## src/rtl/msh_pkg.sv

```systemverilog
`timescale 1ns / 1ps
// ----------------------------------------------------------------------------
// msh_pkg: shared types and constants of the multi-stepper half-step engine
// Record layout, configuration set, item and result formats, opcodes,
// status codes, register map and sequencer states.
// ----------------------------------------------------------------------------
package msh_pkg;

   // stepper count and record memory addressing
   localparam int STEPPERS = 32;
   localparam int ADDR_W   = (STEPPERS > 1) ? $clog2(STEPPERS) : 1;

   // coil phases per electrical cycle
   localparam int PHASES = 8;

   // heights that are a multiple of this always pass the small-move check
   localparam int SPECIAL_STEP = 100;
   // half steps in one full step
   localparam int FULL_STEP = 2;

   // divisibility test by reciprocal multiply: for a < 2**16,
   // a % SPECIAL_STEP == 0 iff (a * SPECIAL_MUL) mod 2**SPECIAL_SHIFT < SPECIAL_MUL
   localparam int SPECIAL_SHIFT = 23;
   localparam int SPECIAL_MUL   = (2**SPECIAL_SHIFT + SPECIAL_STEP - 1) / SPECIAL_STEP;

   // register port address width (seven 32-bit registers at 4*i)
   localparam int CSR_ADDR_W = 5;

   // register reset values
   localparam logic [14:0] MAX_STEPS_RST      = 15'd8000;
   localparam logic [14:0] MIN_STEP_DELTA_RST = 15'd0;
   localparam logic [1:0]  STEP_MODE_RST      = 2'd1;
   localparam logic [7:0]  TURN_WAIT_RST      = 8'd10;
   localparam logic [1:0]  BRAKE_MODE_RST     = 2'd0;
   localparam logic [7:0]  BRAKE_TICKS_RST    = 8'd10;
   localparam logic [31:0] COIL_PATTERNS_RST  = 32'd2435998920;

   // step modes
   localparam logic [1:0] MODE_HALF  = 2'd1;
   localparam logic [1:0] MODE_FULL  = 2'd2;
   localparam logic [1:0] MODE_MIXED = 2'd3;

   // brake modes
   localparam logic [1:0] BRAKE_NONE   = 2'd0;
   localparam logic [1:0] BRAKE_SMART  = 2'd1;
   localparam logic [1:0] BRAKE_ALWAYS = 2'd2;

   // held direction codes
   localparam logic [1:0] DIR_NONE = 2'd0;
   localparam logic [1:0] DIR_DOWN = 2'd1;
   localparam logic [1:0] DIR_UP   = 2'd2;

   typedef enum logic [1:0] {
      OP_SET   = 2'd0,
      OP_FORCE = 2'd1,
      OP_STOP  = 2'd2,
      OP_TICK  = 2'd3
   } msh_op_type;

   typedef enum logic [2:0] {
      STATUS_OK         = 3'd0,
      STATUS_BAD_HEIGHT = 3'd1,
      STATUS_STALE      = 3'd2,
      STATUS_SMALL      = 3'd3,
      STATUS_REPAIRED   = 3'd4
   } msh_status_type;

   typedef enum logic [2:0] {
      REG_MAX_STEPS      = 3'd0,
      REG_MIN_STEP_DELTA = 3'd1,
      REG_STEP_MODE      = 3'd2,
      REG_TURN_WAIT      = 3'd3,
      REG_BRAKE_MODE     = 3'd4,
      REG_BRAKE_TICKS    = 3'd5,
      REG_COIL_PATTERNS  = 3'd6
   } msh_reg_type;

   typedef enum logic {
      SEQ_IDLE = 1'b0,
      SEQ_EXEC = 1'b1
   } msh_state_type;

   // one stepper's record as held in the state memory
   typedef struct packed {
      logic signed [15:0] position;
      logic signed [15:0] target;
      logic [2:0]         phase;
      logic [7:0]         pace_count;
      logic [7:0]         pace_reload;
      logic [7:0]         brake_count;
      logic [1:0]         held_direction;
      logic [7:0]         hold_count;
      logic [31:0]        last_revision;
   } msh_rec_type;

   typedef struct packed {
      logic [14:0] max_steps;
      logic [14:0] min_step_delta;
      logic [1:0]  step_mode;
      logic [7:0]  turn_wait_time;
      logic [1:0]  brake_mode;
      logic [7:0]  brake_ticks;
      logic [31:0] coil_patterns;
   } msh_cfg_type;

   // accepted item plus the precomputed divisibility flag
   typedef struct packed {
      msh_op_type         op;
      logic [4:0]         stepper_index;
      logic [31:0]        revision;
      logic signed [15:0] height;
      logic [7:0]         wait_ticks;
      logic               busy_req;
      logic               height_round;
   } msh_item_type;

   typedef struct packed {
      logic [4:0]     out_index;
      logic           drive;
      logic [3:0]     coil;
      msh_status_type status;
   } msh_result_type;

endpackage

```

## src/rtl/msh_if.sv

```systemverilog
`timescale 1ns / 1ps
// ----------------------------------------------------------------------------
// msh_req_if / msh_rsp_if: item and result channels
// Valid/ready channels; a transfer happens when valid and ready are high.
// ----------------------------------------------------------------------------
interface msh_req_if;
   logic               valid;
   logic               ready;
   logic [1:0]         op;
   logic [4:0]         stepper_index;
   logic signed [31:0] revision;
   logic signed [15:0] height;
   logic [7:0]         wait_ticks;
   logic               busy_req;

   modport source (
      output valid, op, stepper_index, revision, height, wait_ticks, busy_req,
      input  ready
   );
   modport sink (
      input  valid, op, stepper_index, revision, height, wait_ticks, busy_req,
      output ready
   );
endinterface

interface msh_rsp_if;
   logic       valid;
   logic       ready;
   logic [4:0] out_index;
   logic       drive;
   logic [3:0] coil;
   logic [2:0] status;

   modport source (
      output valid, out_index, drive, coil, status,
      input  ready
   );
   modport sink (
      input  valid, out_index, drive, coil, status,
      output ready
   );
endinterface

```

## src/rtl/msh_csr.sv

```systemverilog
`timescale 1ns / 1ps
// ----------------------------------------------------------------------------
// msh_csr: configuration register file
// APB-style write/read of the seven engine registers at byte address 4*i.
// ----------------------------------------------------------------------------
module msh_csr (
   input  logic                           clock,
   input  logic                           reset,
   input  logic                           psel,
   input  logic                           penable,
   input  logic                           pwrite,
   input  logic [msh_pkg::CSR_ADDR_W-1:0] paddr,
   input  logic [31:0]                    pwdata,
   output logic [31:0]                    prdata,
   output logic                           pready,
   output msh_pkg::msh_cfg_type           cfg
);
   import msh_pkg::*;

   msh_cfg_type cfg_ff, cfg_in;
   msh_reg_type reg_sel;
   logic        wr_stb;

   assign reg_sel = msh_reg_type'(paddr[CSR_ADDR_W-1:2]);
   assign wr_stb  = psel && penable && pwrite;
   assign pready  = 1'b1;
   assign cfg     = cfg_ff;

   // register write decode
   always_comb begin
      cfg_in = cfg_ff;
      if (wr_stb) begin
         case (reg_sel)
            REG_MAX_STEPS:      cfg_in.max_steps      = pwdata[14:0];
            REG_MIN_STEP_DELTA: cfg_in.min_step_delta = pwdata[14:0];
            REG_STEP_MODE:      cfg_in.step_mode      = pwdata[1:0];
            REG_TURN_WAIT:      cfg_in.turn_wait_time = pwdata[7:0];
            REG_BRAKE_MODE:     cfg_in.brake_mode     = pwdata[1:0];
            REG_BRAKE_TICKS:    cfg_in.brake_ticks    = pwdata[7:0];
            REG_COIL_PATTERNS:  cfg_in.coil_patterns  = pwdata;
            default:            cfg_in = cfg_ff;
         endcase
      end
   end

   // read mux
   always_comb begin
      case (reg_sel)
         REG_MAX_STEPS:      prdata = {17'b0, cfg_ff.max_steps};
         REG_MIN_STEP_DELTA: prdata = {17'b0, cfg_ff.min_step_delta};
         REG_STEP_MODE:      prdata = {30'b0, cfg_ff.step_mode};
         REG_TURN_WAIT:      prdata = {24'b0, cfg_ff.turn_wait_time};
         REG_BRAKE_MODE:     prdata = {30'b0, cfg_ff.brake_mode};
         REG_BRAKE_TICKS:    prdata = {24'b0, cfg_ff.brake_ticks};
         REG_COIL_PATTERNS:  prdata = cfg_ff.coil_patterns;
         default:            prdata = 32'b0;
      endcase
   end

   always_ff @(posedge clock) begin
      if (reset) begin
         cfg_ff.max_steps      <= MAX_STEPS_RST;
         cfg_ff.min_step_delta <= MIN_STEP_DELTA_RST;
         cfg_ff.step_mode      <= STEP_MODE_RST;
         cfg_ff.turn_wait_time <= TURN_WAIT_RST;
         cfg_ff.brake_mode     <= BRAKE_MODE_RST;
         cfg_ff.brake_ticks    <= BRAKE_TICKS_RST;
         cfg_ff.coil_patterns  <= COIL_PATTERNS_RST;
      end else begin
         cfg_ff <= cfg_in;
      end
   end

endmodule

```

## src/rtl/msh_state_ram.sv

```systemverilog
`timescale 1ns / 1ps
// ----------------------------------------------------------------------------
// msh_state_ram: stepper record memory
// One write and one read port, registered read data. A valid bit per entry
// makes never-written records read as all zero after reset.
// ----------------------------------------------------------------------------
module msh_state_ram (
   input  logic                       clock,
   input  logic                       reset,
   input  logic                       rd_en,
   input  logic [msh_pkg::ADDR_W-1:0] rd_addr,
   input  logic                       wr_en,
   input  logic [msh_pkg::ADDR_W-1:0] wr_addr,
   input  msh_pkg::msh_rec_type       wr_data,
   output msh_pkg::msh_rec_type       rd_data
);
   import msh_pkg::*;

   msh_rec_type           mem [STEPPERS];
   msh_rec_type           rd_data_ff;
   logic [STEPPERS-1:0]   valid_ff, valid_in;
   logic                  rd_valid_ff, rd_valid_in;

   // valid bit set on first write
   always_comb begin
      valid_in = valid_ff;
      if (wr_en) begin
         valid_in[wr_addr] = 1'b1;
      end
   end

   assign rd_valid_in = rd_en ? valid_ff[rd_addr] : rd_valid_ff;
   assign rd_data     = rd_valid_ff ? rd_data_ff : '0;

   // storage array
   always_ff @(posedge clock) begin
      if (wr_en) begin
         mem[wr_addr] <= wr_data;
      end
   end

   // registered read port, holds while no read is issued
   always_ff @(posedge clock) begin
      if (rd_en) begin
         rd_data_ff <= mem[rd_addr];
      end
   end

   always_ff @(posedge clock) begin
      if (reset) begin
         valid_ff    <= '0;
         rd_valid_ff <= 1'b0;
      end else begin
         valid_ff    <= valid_in;
         rd_valid_ff <= rd_valid_in;
      end
   end

endmodule

```

## src/rtl/msh_update.sv

```systemverilog
`timescale 1ns / 1ps
// ----------------------------------------------------------------------------
// msh_update: record update logic
// Takes one item and the addressed stepper's record and forms the new
// record and the result: set, force, stop and the tick step/brake logic.
// ----------------------------------------------------------------------------
module msh_update (
   input  msh_pkg::msh_cfg_type    cfg,
   input  msh_pkg::msh_item_type   item,
   input  msh_pkg::msh_rec_type    rec_old,
   output msh_pkg::msh_rec_type    rec_new,
   output msh_pkg::msh_result_type result
);
   import msh_pkg::*;

   logic signed [16:0] max_s;
   logic signed [16:0] height_s;
   logic               in_range;

   // set command terms
   logic [31:0]        rev_diff;
   logic               rev_newer;
   logic signed [16:0] set_diff;
   logic [16:0]        set_dist;
   logic               special;

   // tick terms
   logic               pos_bad, tgt_bad, phase_bad, repaired;
   logic signed [15:0] pos_r, tgt_r;
   logic [2:0]         phase_r;
   logic signed [16:0] tick_diff;
   logic [16:0]        tick_dist;
   logic [1:0]         step_raw, step_eff;
   logic [7:0]         pace_dec, hold_dec;
   logic [1:0]         held_dec, move;
   logic               blocked, go, tick_on;
   logic [3:0]         phase_up, phase_dn;
   msh_rec_type        tick_rec;
   logic [3:0]         coil_sel;

   assign max_s    = $signed({2'b00, cfg.max_steps});
   assign height_s = $signed({item.height[15], item.height});
   assign in_range = (int'(item.stepper_index) < STEPPERS);

   // set: revision order, move size and special heights
   assign rev_diff  = item.revision - rec_old.last_revision;
   assign rev_newer = (rev_diff != 32'd0) && !rev_diff[31];
   assign set_diff  = $signed({rec_old.position[15], rec_old.position}) - height_s;
   assign set_dist  = set_diff[16] ? 17'(-set_diff) : 17'(set_diff);
   assign special   = (item.height == 16'sd0) || (height_s == max_s) || item.height_round;

   // tick: repair of out-of-range values
   assign pos_bad   = rec_old.position[15] ||
                      ($signed({rec_old.position[15], rec_old.position}) > max_s);
   assign tgt_bad   = rec_old.target[15] ||
                      ($signed({rec_old.target[15], rec_old.target}) > max_s);
   assign phase_bad = ({1'b0, rec_old.phase} >= 4'(PHASES));
   assign repaired  = !item.busy_req && (pos_bad || tgt_bad || phase_bad);
   assign pos_r     = (!item.busy_req && pos_bad) ? 16'sd0 : rec_old.position;
   assign tgt_r     = (!item.busy_req && tgt_bad) ? 16'sd0 : rec_old.target;
   assign phase_r   = (!item.busy_req && phase_bad) ? 3'd0 : rec_old.phase;

   // tick: distance to target and step size
   assign tick_diff = $signed({pos_r[15], pos_r}) - $signed({tgt_r[15], tgt_r});
   assign tick_dist = tick_diff[16] ? 17'(-tick_diff) : 17'(tick_diff);

   always_comb begin
      step_raw = 2'd0;
      if (tick_dist != 17'd0) begin
         if (cfg.step_mode == MODE_MIXED) begin
            step_raw = (tick_dist < 17'(FULL_STEP)) ? tick_dist[1:0] : 2'(FULL_STEP);
         end else if (tick_dist >= {15'b0, cfg.step_mode}) begin
            step_raw = cfg.step_mode;
         end
      end
      if (item.busy_req && (step_raw > MODE_HALF)) begin
         step_raw = MODE_HALF;
      end
   end

   // tick: pacing, direction hold and direction of travel
   assign pace_dec = (rec_old.pace_count != 8'd0) ? rec_old.pace_count - 8'd1 : 8'd0;
   assign hold_dec = (rec_old.hold_count != 8'd0) ? rec_old.hold_count - 8'd1 : 8'd0;
   assign held_dec = (rec_old.hold_count == 8'd1) ? DIR_NONE : rec_old.held_direction;

   always_comb begin
      if (tgt_r < pos_r) begin
         move = DIR_DOWN;
      end else if (tgt_r > pos_r) begin
         move = DIR_UP;
      end else begin
         move = DIR_NONE;
      end
   end

   assign blocked  = (rec_old.pace_count != 8'd0) ||
                     ((held_dec != DIR_NONE) && (held_dec != move));
   assign go       = (step_raw != 2'd0) && !blocked;
   // a full step from an odd phase becomes a half step
   assign step_eff = ((step_raw == 2'(FULL_STEP)) && phase_r[0]) ? 2'd1 : step_raw;

   // phase advance modulo the phase count
   always_comb begin
      phase_up = {1'b0, phase_r} + {2'b00, step_eff};
      if (phase_up >= 4'(PHASES)) begin
         phase_up = phase_up - 4'(PHASES);
      end
      if ({1'b0, phase_r} >= {2'b00, step_eff}) begin
         phase_dn = {1'b0, phase_r} - {2'b00, step_eff};
      end else begin
         phase_dn = {1'b0, phase_r} + 4'(PHASES) - {2'b00, step_eff};
      end
   end

   // tick record update, step or brake
   always_comb begin
      tick_rec                = rec_old;
      tick_rec.position       = pos_r;
      tick_rec.target         = tgt_r;
      tick_rec.phase          = phase_r;
      tick_rec.pace_count     = pace_dec;
      tick_rec.held_direction = held_dec;
      tick_rec.hold_count     = hold_dec;
      tick_on                 = 1'b0;
      if (go) begin
         if (move == DIR_DOWN) begin
            tick_rec.position = pos_r - $signed({14'b0, step_eff});
            tick_rec.phase    = phase_dn[2:0];
         end else begin
            tick_rec.position = pos_r + $signed({14'b0, step_eff});
            tick_rec.phase    = phase_up[2:0];
         end
         tick_rec.pace_count     = rec_old.pace_reload;
         tick_rec.brake_count    = 8'd0;
         tick_rec.held_direction = move;
         tick_rec.hold_count     = cfg.turn_wait_time;
         tick_on                 = 1'b1;
      end else if (cfg.brake_mode == BRAKE_SMART) begin
         if (rec_old.brake_count < cfg.brake_ticks) begin
            tick_on              = 1'b1;
            tick_rec.brake_count = rec_old.brake_count + 8'd1;
         end
      end else if (cfg.brake_mode == BRAKE_ALWAYS) begin
         tick_on = 1'b1;
      end
   end

   assign coil_sel = cfg.coil_patterns[{tick_rec.phase, 2'b00} +: 4];

   // op dispatch
   always_comb begin
      rec_new          = rec_old;
      result.out_index = item.stepper_index;
      result.drive     = 1'b0;
      result.coil      = 4'd0;
      result.status    = STATUS_OK;
      case (item.op)
         OP_SET: begin
            if (height_s > max_s) begin
               result.status = STATUS_BAD_HEIGHT;
            end else if (!rev_newer) begin
               result.status = STATUS_STALE;
            end else begin
               rec_new.last_revision = item.revision;
               if (special || (set_dist >= {2'b00, cfg.min_step_delta})) begin
                  rec_new.target      = item.height;
                  rec_new.pace_count  = 8'd0;
                  rec_new.pace_reload = item.wait_ticks;
               end else begin
                  result.status = STATUS_SMALL;
               end
            end
         end
         OP_FORCE: begin
            rec_new.position      = 16'sd0;
            rec_new.pace_count    = 8'd0;
            rec_new.pace_reload   = 8'd0;
            rec_new.brake_count   = 8'd0;
            rec_new.last_revision = item.revision;
            rec_new.target        = item.height;
         end
         OP_STOP: begin
            rec_new.target     = rec_old.position;
            rec_new.pace_count = 8'd0;
         end
         OP_TICK: begin
            rec_new       = tick_rec;
            result.drive  = tick_on;
            result.coil   = tick_on ? coil_sel : 4'd0;
            result.status = repaired ? STATUS_REPAIRED : STATUS_OK;
         end
         default: rec_new = rec_old;
      endcase
      // an index past the stepper count leaves every record alone
      if (!in_range) begin
         rec_new       = rec_old;
         result.drive  = 1'b0;
         result.coil   = 4'd0;
         result.status = STATUS_OK;
      end
   end

endmodule

```

## src/rtl/multi_stepper_halfstep_engine.sv

```systemverilog
`timescale 1ns / 1ps
// ----------------------------------------------------------------------------
// multi_stepper_halfstep_engine: many-stepper half-step sequencer
// Per-stepper records live in one memory; each item reads its stepper's
// record, updates it and writes it back, and yields one result.
// ----------------------------------------------------------------------------
//  channel | dir | handshake                      | content
//  req     | in  | valid/ready                    | op, index, revision, height, wait, busy
//  rsp     | out | valid/ready                    | index, drive, coil, status
//  csr     | in  | psel/penable/pwrite, pready=1  | seven registers at byte address 4*i
//
//  An item's record is read in the accept cycle; update and write-back follow in
//  the execute state. The single memory read-modify-write sets this order.
//  The result sits in an output register; the next item is taken while it waits.
//  A stalled result channel holds the update cycle until the register frees.
//  Reset is synchronous; record valid bits clear together, so items are
//  taken right after reset with no clearing pass.
// ----------------------------------------------------------------------------
module multi_stepper_halfstep_engine (
   input  logic                           clock,
   input  logic                           reset,
   msh_req_if.sink                        req,
   msh_rsp_if.source                      rsp,
   input  logic                           csr_psel,
   input  logic                           csr_penable,
   input  logic                           csr_pwrite,
   input  logic [msh_pkg::CSR_ADDR_W-1:0] csr_paddr,
   input  logic [31:0]                    csr_pwdata,
   output logic [31:0]                    csr_prdata,
   output logic                           csr_pready
);
   import msh_pkg::*;

   msh_state_type  state_ff, state_in;
   msh_cfg_type    cfg;
   msh_item_type   item_ff, item_in;
   msh_rec_type    rec_old, rec_new;
   msh_result_type result, rsp_ff;
   logic           rsp_valid_ff, rsp_valid_in;
   logic           req_ready;
   logic           accept;
   logic           slot_free;
   logic           wr_en;

   // divisibility of |height| by the special step, formed at accept
   logic [15:0]                         height_abs;
   logic [SPECIAL_SHIFT+16:0]           round_prod;
   logic                                height_round;

   // configuration registers
   msh_csr u_csr (
      .clock   (clock),
      .reset   (reset),
      .psel    (csr_psel),
      .penable (csr_penable),
      .pwrite  (csr_pwrite),
      .paddr   (csr_paddr),
      .pwdata  (csr_pwdata),
      .prdata  (csr_prdata),
      .pready  (csr_pready),
      .cfg     (cfg)
   );

   // record memory
   msh_state_ram u_ram (
      .clock   (clock),
      .reset   (reset),
      .rd_en   (accept),
      .rd_addr (ADDR_W'(req.stepper_index)),
      .wr_en   (wr_en),
      .wr_addr (ADDR_W'(item_ff.stepper_index)),
      .wr_data (rec_new),
      .rd_data (rec_old)
   );

   // record update
   msh_update u_update (
      .cfg     (cfg),
      .item    (item_ff),
      .rec_old (rec_old),
      .rec_new (rec_new),
      .result  (result)
   );

   assign accept    = req.valid && req_ready;
   assign slot_free = !rsp_valid_ff || rsp.ready;

   // sequencer next state
   always_comb begin
      state_in = state_ff;
      case (state_ff)
         SEQ_IDLE: if (accept) state_in = SEQ_EXEC;
         SEQ_EXEC: if (slot_free) state_in = SEQ_IDLE;
         default:  state_in = SEQ_IDLE;
      endcase
   end

   // sequencer outputs
   always_comb begin
      req_ready = 1'b0;
      wr_en     = 1'b0;
      case (state_ff)
         SEQ_IDLE: req_ready = !reset;
         SEQ_EXEC: wr_en     = slot_free;
         default: begin
            req_ready = 1'b0;
            wr_en     = 1'b0;
         end
      endcase
   end

   assign req.ready = req_ready;

   // reciprocal multiply for the special-height test
   assign height_abs   = req.height[15] ? 16'(-req.height) : 16'(req.height);
   assign round_prod   = {{(SPECIAL_SHIFT+1){1'b0}}, height_abs} *
                         (SPECIAL_SHIFT+17)'(SPECIAL_MUL);
   assign height_round = (round_prod[SPECIAL_SHIFT-1:0] < SPECIAL_SHIFT'(SPECIAL_MUL));

   // item capture on transfer
   always_comb begin
      item_in = item_ff;
      if (accept) begin
         item_in.op            = msh_op_type'(req.op);
         item_in.stepper_index = req.stepper_index;
         item_in.revision      = req.revision;
         item_in.height        = req.height;
         item_in.wait_ticks    = req.wait_ticks;
         item_in.busy_req      = req.busy_req;
         item_in.height_round  = height_round;
      end
   end

   always_ff @(posedge clock) begin
      item_ff <= item_in;
   end

   // result register
   assign rsp_valid_in = wr_en ? 1'b1 : (rsp.ready ? 1'b0 : rsp_valid_ff);

   always_ff @(posedge clock) begin
      if (wr_en) begin
         rsp_ff <= result;
      end
   end

   always_ff @(posedge clock) begin
      if (reset) begin
         state_ff     <= SEQ_IDLE;
         rsp_valid_ff <= 1'b0;
      end else begin
         state_ff     <= state_in;
         rsp_valid_ff <= rsp_valid_in;
      end
   end

   assign rsp.valid     = rsp_valid_ff;
   assign rsp.out_index = rsp_ff.out_index;
   assign rsp.drive     = rsp_ff.drive;
   assign rsp.coil      = rsp_ff.coil;
   assign rsp.status    = rsp_ff.status;

endmodule

```

## src/flat_wrapper.sv

```systemverilog
// flat-port wrapper written by rule: the top's interface ports become plain ports
module multi_stepper_halfstep_engine_flat import msh_pkg::*;
  (clock, reset, csr_psel, csr_penable, csr_pwrite, csr_paddr, csr_pwdata, csr_prdata, csr_pready, req_valid, req_op, req_stepper_index, req_revision, req_height, req_wait_ticks, req_busy_req, req_ready, rsp_valid, rsp_out_index, rsp_drive, rsp_coil, rsp_status, rsp_ready);
  msh_req_if req_i ();
  msh_rsp_if rsp_i ();
  input  logic clock;
  input  logic reset;
  input  logic csr_psel;
  input  logic csr_penable;
  input  logic csr_pwrite;
  input  logic [msh_pkg::CSR_ADDR_W-1:0] csr_paddr;
  input  logic [31:0] csr_pwdata;
  output logic [31:0] csr_prdata;
  output logic csr_pready;
  input wire logic [$bits(req_i.valid)-1:0] req_valid;
  input wire logic [$bits(req_i.op)-1:0] req_op;
  input wire logic [$bits(req_i.stepper_index)-1:0] req_stepper_index;
  input wire logic [$bits(req_i.revision)-1:0] req_revision;
  input wire logic [$bits(req_i.height)-1:0] req_height;
  input wire logic [$bits(req_i.wait_ticks)-1:0] req_wait_ticks;
  input wire logic [$bits(req_i.busy_req)-1:0] req_busy_req;
  output wire logic [$bits(req_i.ready)-1:0] req_ready;
  output wire logic [$bits(rsp_i.valid)-1:0] rsp_valid;
  output wire logic [$bits(rsp_i.out_index)-1:0] rsp_out_index;
  output wire logic [$bits(rsp_i.drive)-1:0] rsp_drive;
  output wire logic [$bits(rsp_i.coil)-1:0] rsp_coil;
  output wire logic [$bits(rsp_i.status)-1:0] rsp_status;
  input wire logic [$bits(rsp_i.ready)-1:0] rsp_ready;
  assign req_i.valid = req_valid;
  assign req_i.op = req_op;
  assign req_i.stepper_index = req_stepper_index;
  assign req_i.revision = req_revision;
  assign req_i.height = req_height;
  assign req_i.wait_ticks = req_wait_ticks;
  assign req_i.busy_req = req_busy_req;
  assign req_ready = req_i.ready;
  assign rsp_valid = rsp_i.valid;
  assign rsp_out_index = rsp_i.out_index;
  assign rsp_drive = rsp_i.drive;
  assign rsp_coil = rsp_i.coil;
  assign rsp_status = rsp_i.status;
  assign rsp_i.ready = rsp_ready;
  multi_stepper_halfstep_engine u_core (.clock(clock), .reset(reset), .req(req_i), .rsp(rsp_i), .csr_psel(csr_psel), .csr_penable(csr_penable), .csr_pwrite(csr_pwrite), .csr_paddr(csr_paddr), .csr_pwdata(csr_pwdata), .csr_prdata(csr_prdata), .csr_pready(csr_pready));
endmodule
```

## config.mk

```make
export PLATFORM = sky130hd
export DESIGN_NAME = multi_stepper_halfstep_engine_flat
export DESIGN_NICKNAME = d
export VERILOG_FILES = /design/src/rtl/msh_pkg.sv /design/src/rtl/msh_if.sv /design/src/rtl/msh_csr.sv /design/src/rtl/msh_state_ram.sv /design/src/rtl/msh_update.sv /design/src/rtl/multi_stepper_halfstep_engine.sv /design/src/flat_wrapper.sv
export SDC_FILE = /design/constraint.sdc
export NUM_CORES = 2
export LEC_CHECK = 0
export BUFFER_PORTS_ARGS = -buffer_cell sky130_fd_sc_hd__buf_2
export CAP_MARGIN = 10
export CORE_UTILIZATION = 45
export DETAILED_ROUTE_END_ITERATION = 6
export GPL_TIMING_DRIVEN = 0
export HOLD_SLACK_MARGIN = 0.12
export PLACE_DENSITY_LB_ADDON = 0.12
export SLEW_MARGIN = 15
export SYNTH_ARGS = -nofsm -noshare
export SYNTH_HDL_FRONTEND = slang
export SYNTH_SLANG_ARGS = --single-unit
```

## constraint.sdc

```tcl
create_clock -name clock -period 19.41 [get_ports clock]
set_input_delay 3.882 -clock clock [delete_from_list [all_inputs] [get_ports clock]]
set_output_delay 3.882 -clock clock [all_outputs]
set_load 0.005 [all_outputs]
```

; ---- Word level (Yosys, flattened, before mapping)
; Memories as Yosys holds them, arrays and structs flattened. A register that Yosys moved wholly into a read port is not among the register bits.
; Index checks and enable logic that the tools add are counted.
[totals]
reg_bits = 195
ram_bits = 3232
output_inout_bits = 48
word_cells = 186
n_memories = 1
[op_classes]
n_addsub = 16
mul = 1
magnitude_cmp = 16
eq_ne = 17
shifts = 1
muxes = 66
bitwise_logic = 2
n_reduce_logical = 44
[memory_table]
columns = memory, depth, width, read_ports, rd_ports_with_merged_regs, write_ports, line_no
row1 = u_core.u_ram.mem, 32, 101, 1, 1, 1, msh_state_ram.sv:19  ; msh_rec_type mem [STEPPERS];
[op_table]
columns = op, n
row1 = case mux 32 bit (7 select lines), 1
row2 = 2-to-1 mux 16 bit, 11
row3 = 2-to-1 mux 101 bit, 1
row4 = greater-than comparator 16 bit, 4
row5 = 2-to-1 mux 32 bit, 2
row6 = case mux 16 bit (4 select lines), 1
row7 = case mux 32 bit (2 select lines), 1
row8 = 2-to-1 mux 8 bit, 5
row9 = 2-to-1 mux 17 bit, 2
row10 = negation 17 bit, 2
row11 = subtractor 16 x 16 -> 17 bit, 2
row12 = bitwise OR 32 bit, 1
row13 = case mux 16 bit (2 select lines), 1
row14 = case mux 8 bit (2 select lines), 2
row15 = nonzero test 32 bit, 1
row16 = indexed part select 32 x 6 -> 4 bit, 1
row17 = subtractor 32 bit, 1
row18 = case mux 8 bit (3 select lines), 1
row19 = "less-than comparator 23 x 17 -> 1 bit, second input constant", 1
row20 = "multiplier 16 x 17 -> 23 bit, second input constant", 1
row21 = 2-to-1 mux 3 bit, 7
row22 = 2-to-1 mux 10 bit, 2
row23 = 2-to-1 mux 2 bit, 10
row24 = greater-or-equal comparator 17 x 15 -> 1 bit, 1
row25 = other kinds (44), 101

; ---- Longest topological paths before layout
[depth]
ltp_word = 24
depth_mapped = 53
ltp_nobuf = 46

; ---- Hierarchy
; A second synthesis with hierarchy kept.
[unflattened]
cells_unflattened = 7702
hier_area_um2 = 148992.9
[modules_own_cells]
columns = module, n_inst, cells_per_inst, area_each_um2, seq_area_each_um2
row1 = msh_state_ram, 1, 5107, 127299.6, 100746.6
row2 = msh_update, 1, 1573, 10608.9, 0.0
row3 = multi_stepper_halfstep_engine, 1, 592, 7084.3, 2382.3
row4 = msh_csr, 1, 430, 4000.1, 1641.6

; ---- Worst setup path before layout
; Ideal clock, no wire load.
[synth_path]
kind = flip-flop to flip-flop
startpoint = register u_core.u_ram.rd_valid_ff
endpoint = memory u_core.u_ram.mem[0][99] in the netlist's numbering, data pin
setup_time_ps = 381
arrival_ps = 10948
setup_slack_ps = 8081
stages_incl_launch_ff = 49
path_buffers = 6
period_less_slack_ps = 11329
path_cell_list = dfxtp_1 clkbuf_1 clkbuf_1 clkbuf_1 buf_1 buf_1 clkbuf_1 nand2_1 ha_1 nor2b_1 o22ai_1 a22o_1 a21oi_1 o21ai_0 a21o_1 a21oi_1 a311oi_1 inv_1 [13 not listed] o21a_1 o21a_1 ha_1 nand2_1 o211ai_1 ha_1 fa_1 nor2b_1 o21ai_0 a21boi_0 o21ai_0 a21boi_0 o21a_1 nor2_1 a2bb2oi_1 a2111o_1 o211a_1 o22ai_1
[synth_lines]
columns = element, line_no
row1 = "start, declared", msh_state_ram.sv:22  ; logic rd_valid_ff, rd_valid_in;
row2 = "start signal, assigned", msh_state_ram.sv:55  ; rd_valid_ff <= rd_valid_in;
row3 = "end, declared", msh_state_ram.sv:19

==> results.txt <==
----------------------------------------------------
[Layout]
  Top library cells by usage in the layout, fill and taps aside ... edfxtp_1, mux4_2, clkbuf_16
  Post-Route Utilization ... a little over half
  Fraction of final layout cells with drive strength greater than 1 ... 28.21%
  Commonest non-fill, non-tap cell in the layout ... edfxtp_1
  Final net count ... 8942
  Relative area change from synthesis to final layout ... 18.31%

[STA]
  Fmax ... between 60 and 70 MHz
  Max Slew Vio Count ... 0
  Period minus WS final ... between 15 and 20 ns
  Tightest Pin Transition ... 1.305 ns
  Final setup vio count ... 0
  Worst max-slew margin expressed relative to the limit ... 12.99%
  Final clock period utilization by the worst path ... 83.32%
  Setup tns final ... 0 ns
  Final hold violation count ... 0
  Clock Skews ... 0.05838 ns
  RSZ-0062 raised after global routing ... no

[Floorplan]
  Width of the die ... 575.7 um
  Initial Util ... 45.24%
  I/O Pins ... 156
  Vertical extent of the die ... 575.7 um
  Die Footprint ... around 330000 um^2
  Row cnt ... 210
  Core region area ... 327400 um^2

[Clock network]
  CTS Hold Bufs ... 0
  TritonCTS clock tree ... done
  Number of post-CTS setup repair buffers ... 0
  Clock insertion delay at the later pin of the skew report ... 0.95 ns
  # clock sinks ... 3528
  Clock H-tree levels ... 5
  Clock-pin slew reported for the worst setup and hold paths after clock tree synthesis ... 0.06 ns
  Cells resized by post-CTS repair ... 0
  Clock buffer depth ... 4
  Number of buffers created by CTS ... 372
  Buffer type at the clock tree root ... clkbuf_16

[Global route]
  Vias in the first global route ... 81780
  First-pass GRT wire length ... 650900 um
  Total routing usage reported by global routing ... between 20% and 30%
  Initial antenna violation count ... 36
  Remaining global-route overflow ... 0
  Pin count of the biggest net entering global routing ... 50

[Logic synthesis]
  Area leader, netlist ... edfxtp_1
  Post-synth top flop ... edfxtp_1
  Total standard cell area after synthesis ... ~150000 um^2
  Share of async-settable or async-resettable flops after synthesis ... 0%
  Synthesis-stage register bit count ... about 3500
  Net count after synthesis ... 8068
  Number of warnings printed during yosys synthesis ... 0
  Mean post-synth cell area ... 19.45 um^2
  Number of enable flip-flop cells after synthesis ... 3411
  Ranking of synthesized cells by area ... edfxtp_1, mux4_2, ha_1, dfxtp_1, fa_1
  Proportion of netlist area held by the largest area contributor ... 69.16%
  Synth cell types ... about 100
  Number of instances in the synthesized netlist ... 7615
  Sequential element share of the synthesized area ... 70.74%

[Power]
  Worst IR Drop VDD ... 0.3883 mV
  Static leakage ... 55.89 nW
  Pwr per Cell Area ... roughly 110 nW/um^2
  Post-layout power ... 0.01898 W

[Detailed routing]
  Number of nets with antenna violations after detailed routing ... 0
  Routed wire length ... 470000 um
  Total via count in the routed design ... 82750
  Routed length per instance ... 35.69 um
  DR iter-0 viols ... 10700
  Length of the first detailed-routing pass in iterations ... 6
  Residual DRC count ... 0
  Ratio of routed vias to standard cells ... 6.285

[Critical path]
  Critical R2R Launch ... u_core.u_ram.rd_valid_ff$_SDFFE_PP0P_
  Cell depth of the worst flop-to-flop path ... 50
  Cell at the slowest stage of the critical path ... clkbuf_1
  Cell occurring most often along the worst timing path ... clkbuf_1
  Setup crit end kind ... flop
  Worst R2R Setup Slack ... 3.24 ns
  Worst path max stage delay ... 0.82 ns
  Kind of start point of the critical path ... flop
  Reg2reg end ... u_core.u_ram.mem[31][100]$_DFFE_PP_
  Maximum fanout count along the critical path ... 32
  Data required time at the worst endpoint ... 20.02 ns
  Type of the worst setup path ... reg2reg
  Arrival time worst endpoint ... 16.78 ns

[Run status]
  Status ... finished, final reports clean

[Worst hold path]
  Worst hold path startpoint ... u_core.u_csr.cfg[57]$_SDFFE_PP0P_
  Worst min-delay path class ... reg2reg
  WHS Endpoint ... u_core.u_csr.cfg[57]$_SDFFE_PP0P_
  Number of cells on the worst hold path ... 2

[Place]
  GP Congestion ... 0.9213
  Hpwl dp ... 333900 um
  Count of input and output buffers ... 150

[Flow run]
  Maxcap violations ... 0

----------------------------------------------------
==> through the flow <==
step | hold WS [ns] | worst slack (ns) | cell area, um^2 | instances
final | 0.4639 | 3.238 | 175200 | 13170
after global routing | 0.4896 | 2.584 | 175200 | 13150
after CTS | 0.4615 | 3.112 | 175000 | 13140
after detailed placement | 0.4527 | 3.228 | 162800 | 12460
after global placement | 0.4436 | -0.08379 | 154300 | 12110
after floorplan | 0.4348 | 8.081 | 148100 | 7615
==> critical path, delay by kind of cell (launching register included) <==
family	cells	cell delay, ns
XOR/XNOR	1	0.43
AND/OR/NAND/NOR	8	1.76
multiplexers	1	0.34
flip-flops	1	0.31
AO/OA/AOI/OAI	24	6.53
buffers and inverters	11	4.96
adder cells (fa/ha/maj)	5	1.45
==> kinds of logic after synthesis <==
| logic type | after synthesis | share of synthesized area [%] |
|---|---|---|
| and+or+nand+nor | 991 | 3.197 |
| buffers and inverters | 662 | 1.725 |
| muxes | 1176 | 16.74 |
| AOI/OAI and AO/OA | 820 | 3.662 |
| other | 1 | 0.002532 |
| adders and majority gates | 346 | 3.393 |
| DFF | 3528 | 70.74 |
| xor gates and xnor gates | 91 | 0.5381 |
==> layout make-up <==
class	instances	area [um^2]
antenna	23	57.56
buffer	385	1649
clock buffer	461	9728
clock inverter	222	2530
fill	25500	152200
inverter	277	1040
multi-input combinational	3425	41870
sequential	3528	104800
tap	4346	5438
timing repair buffer	500	8142
==> state kept, by name (all words and copies together) (netlist names) <==
register                  count
u_core.state_ff               1
u_core.item_ff               65
u_core.u_csr.cfg             82
u_core.u_ram.rd_data_ff     101
u_core.rsp.coil               4
u_core.rsp.status             3
u_core.rsp.drive              1
u_core.u_ram.rd_valid_ff      1
u_core.rsp.out_index          5
u_core.rsp.valid              1
u_core.u_ram.valid_ff        32
u_core.u_ram.mem           3232
==> cells in the mapped netlist, drive strengths merged (29+ instances only) <==
| cell | count |
|---|---|
| nor3 | 48 |
| dfxtp | 117 |
| fa | 93 |
| mux4 | 1030 |
| and3 | 30 |
| edfxtp | 3411 |
| mux2 | 107 |
| nand3 | 79 |
| a21oi | 240 |
| a32oi | 40 |
| inv | 276 |
| nand4 | 30 |
| o21a | 32 |
| nand2 | 352 |
| xor2 | 30 |
| a21o | 32 |
| xnor2 | 61 |
| ha | 252 |
| nor2b | 42 |
| mux2i | 39 |
| buf | 79 |
| clkbuf | 306 |
| o21ai | 171 |
| a31oi | 29 |
| nor2 | 246 |
==> per-layer routing <==
layer  track usage, %  wire length [um]  vias to the layer above
met5           0.2869               159                        -
met4            11.56             21650                        6
met3            4.063             36930                      821
met2            45.13            223000                     4038
met1            39.39            188300                    44740
li1                 -                 -                    33150
==> report_power, final <==
| part | internal (W) | switching [W] | total [W] |
|---|---|---|---|
| Combinational | 0.00136 | 0.00199 | 0.00335 |
| Sequential | 0.00839 | 0.0000318 | 0.00842 |
| Clock | 0.00419 | 0.00302 | 0.00721 |
| Total | 0.0139 | 0.00504 | 0.0190 |
==> how the worst max path moves through the flow <==
| stage | start | to | slack, ns | cells past startpoint |
|---|---|---|---|---|
| after global routing | u_core.u_ram.rd_valid_ff$_SDFFE_PP0P_ | u_core.u_ram.mem[30][100]$_DFFE_PP_ | 2.58 | 50 |
| after detailed placement | u_core.u_ram.rd_valid_ff$_SDFFE_PP0P_ | u_core.u_ram.mem[28][100]$_DFFE_PP_ | 3.23 | 50 |
| final | u_core.u_ram.rd_valid_ff$_SDFFE_PP0P_ | u_core.u_ram.mem[31][100]$_DFFE_PP_ | 3.24 | 50 |
| after floorplan | u_core.u_ram.rd_valid_ff$_SDFFE_PP0P_ | u_core.u_ram.mem[0][99]$_DFFE_PP_ | 8.08 | 48 |
| after CTS | u_core.u_ram.rd_valid_ff$_SDFFE_PP0P_ | u_core.u_ram.mem[31][100]$_DFFE_PP_ | 3.11 | 50 |
| after global placement | rsp_ready | u_core.u_ram.mem[12][69]$_DFFE_PP_ | -0.08 | 7 |
No activity file was read; power rests on OpenSTA's default activity.
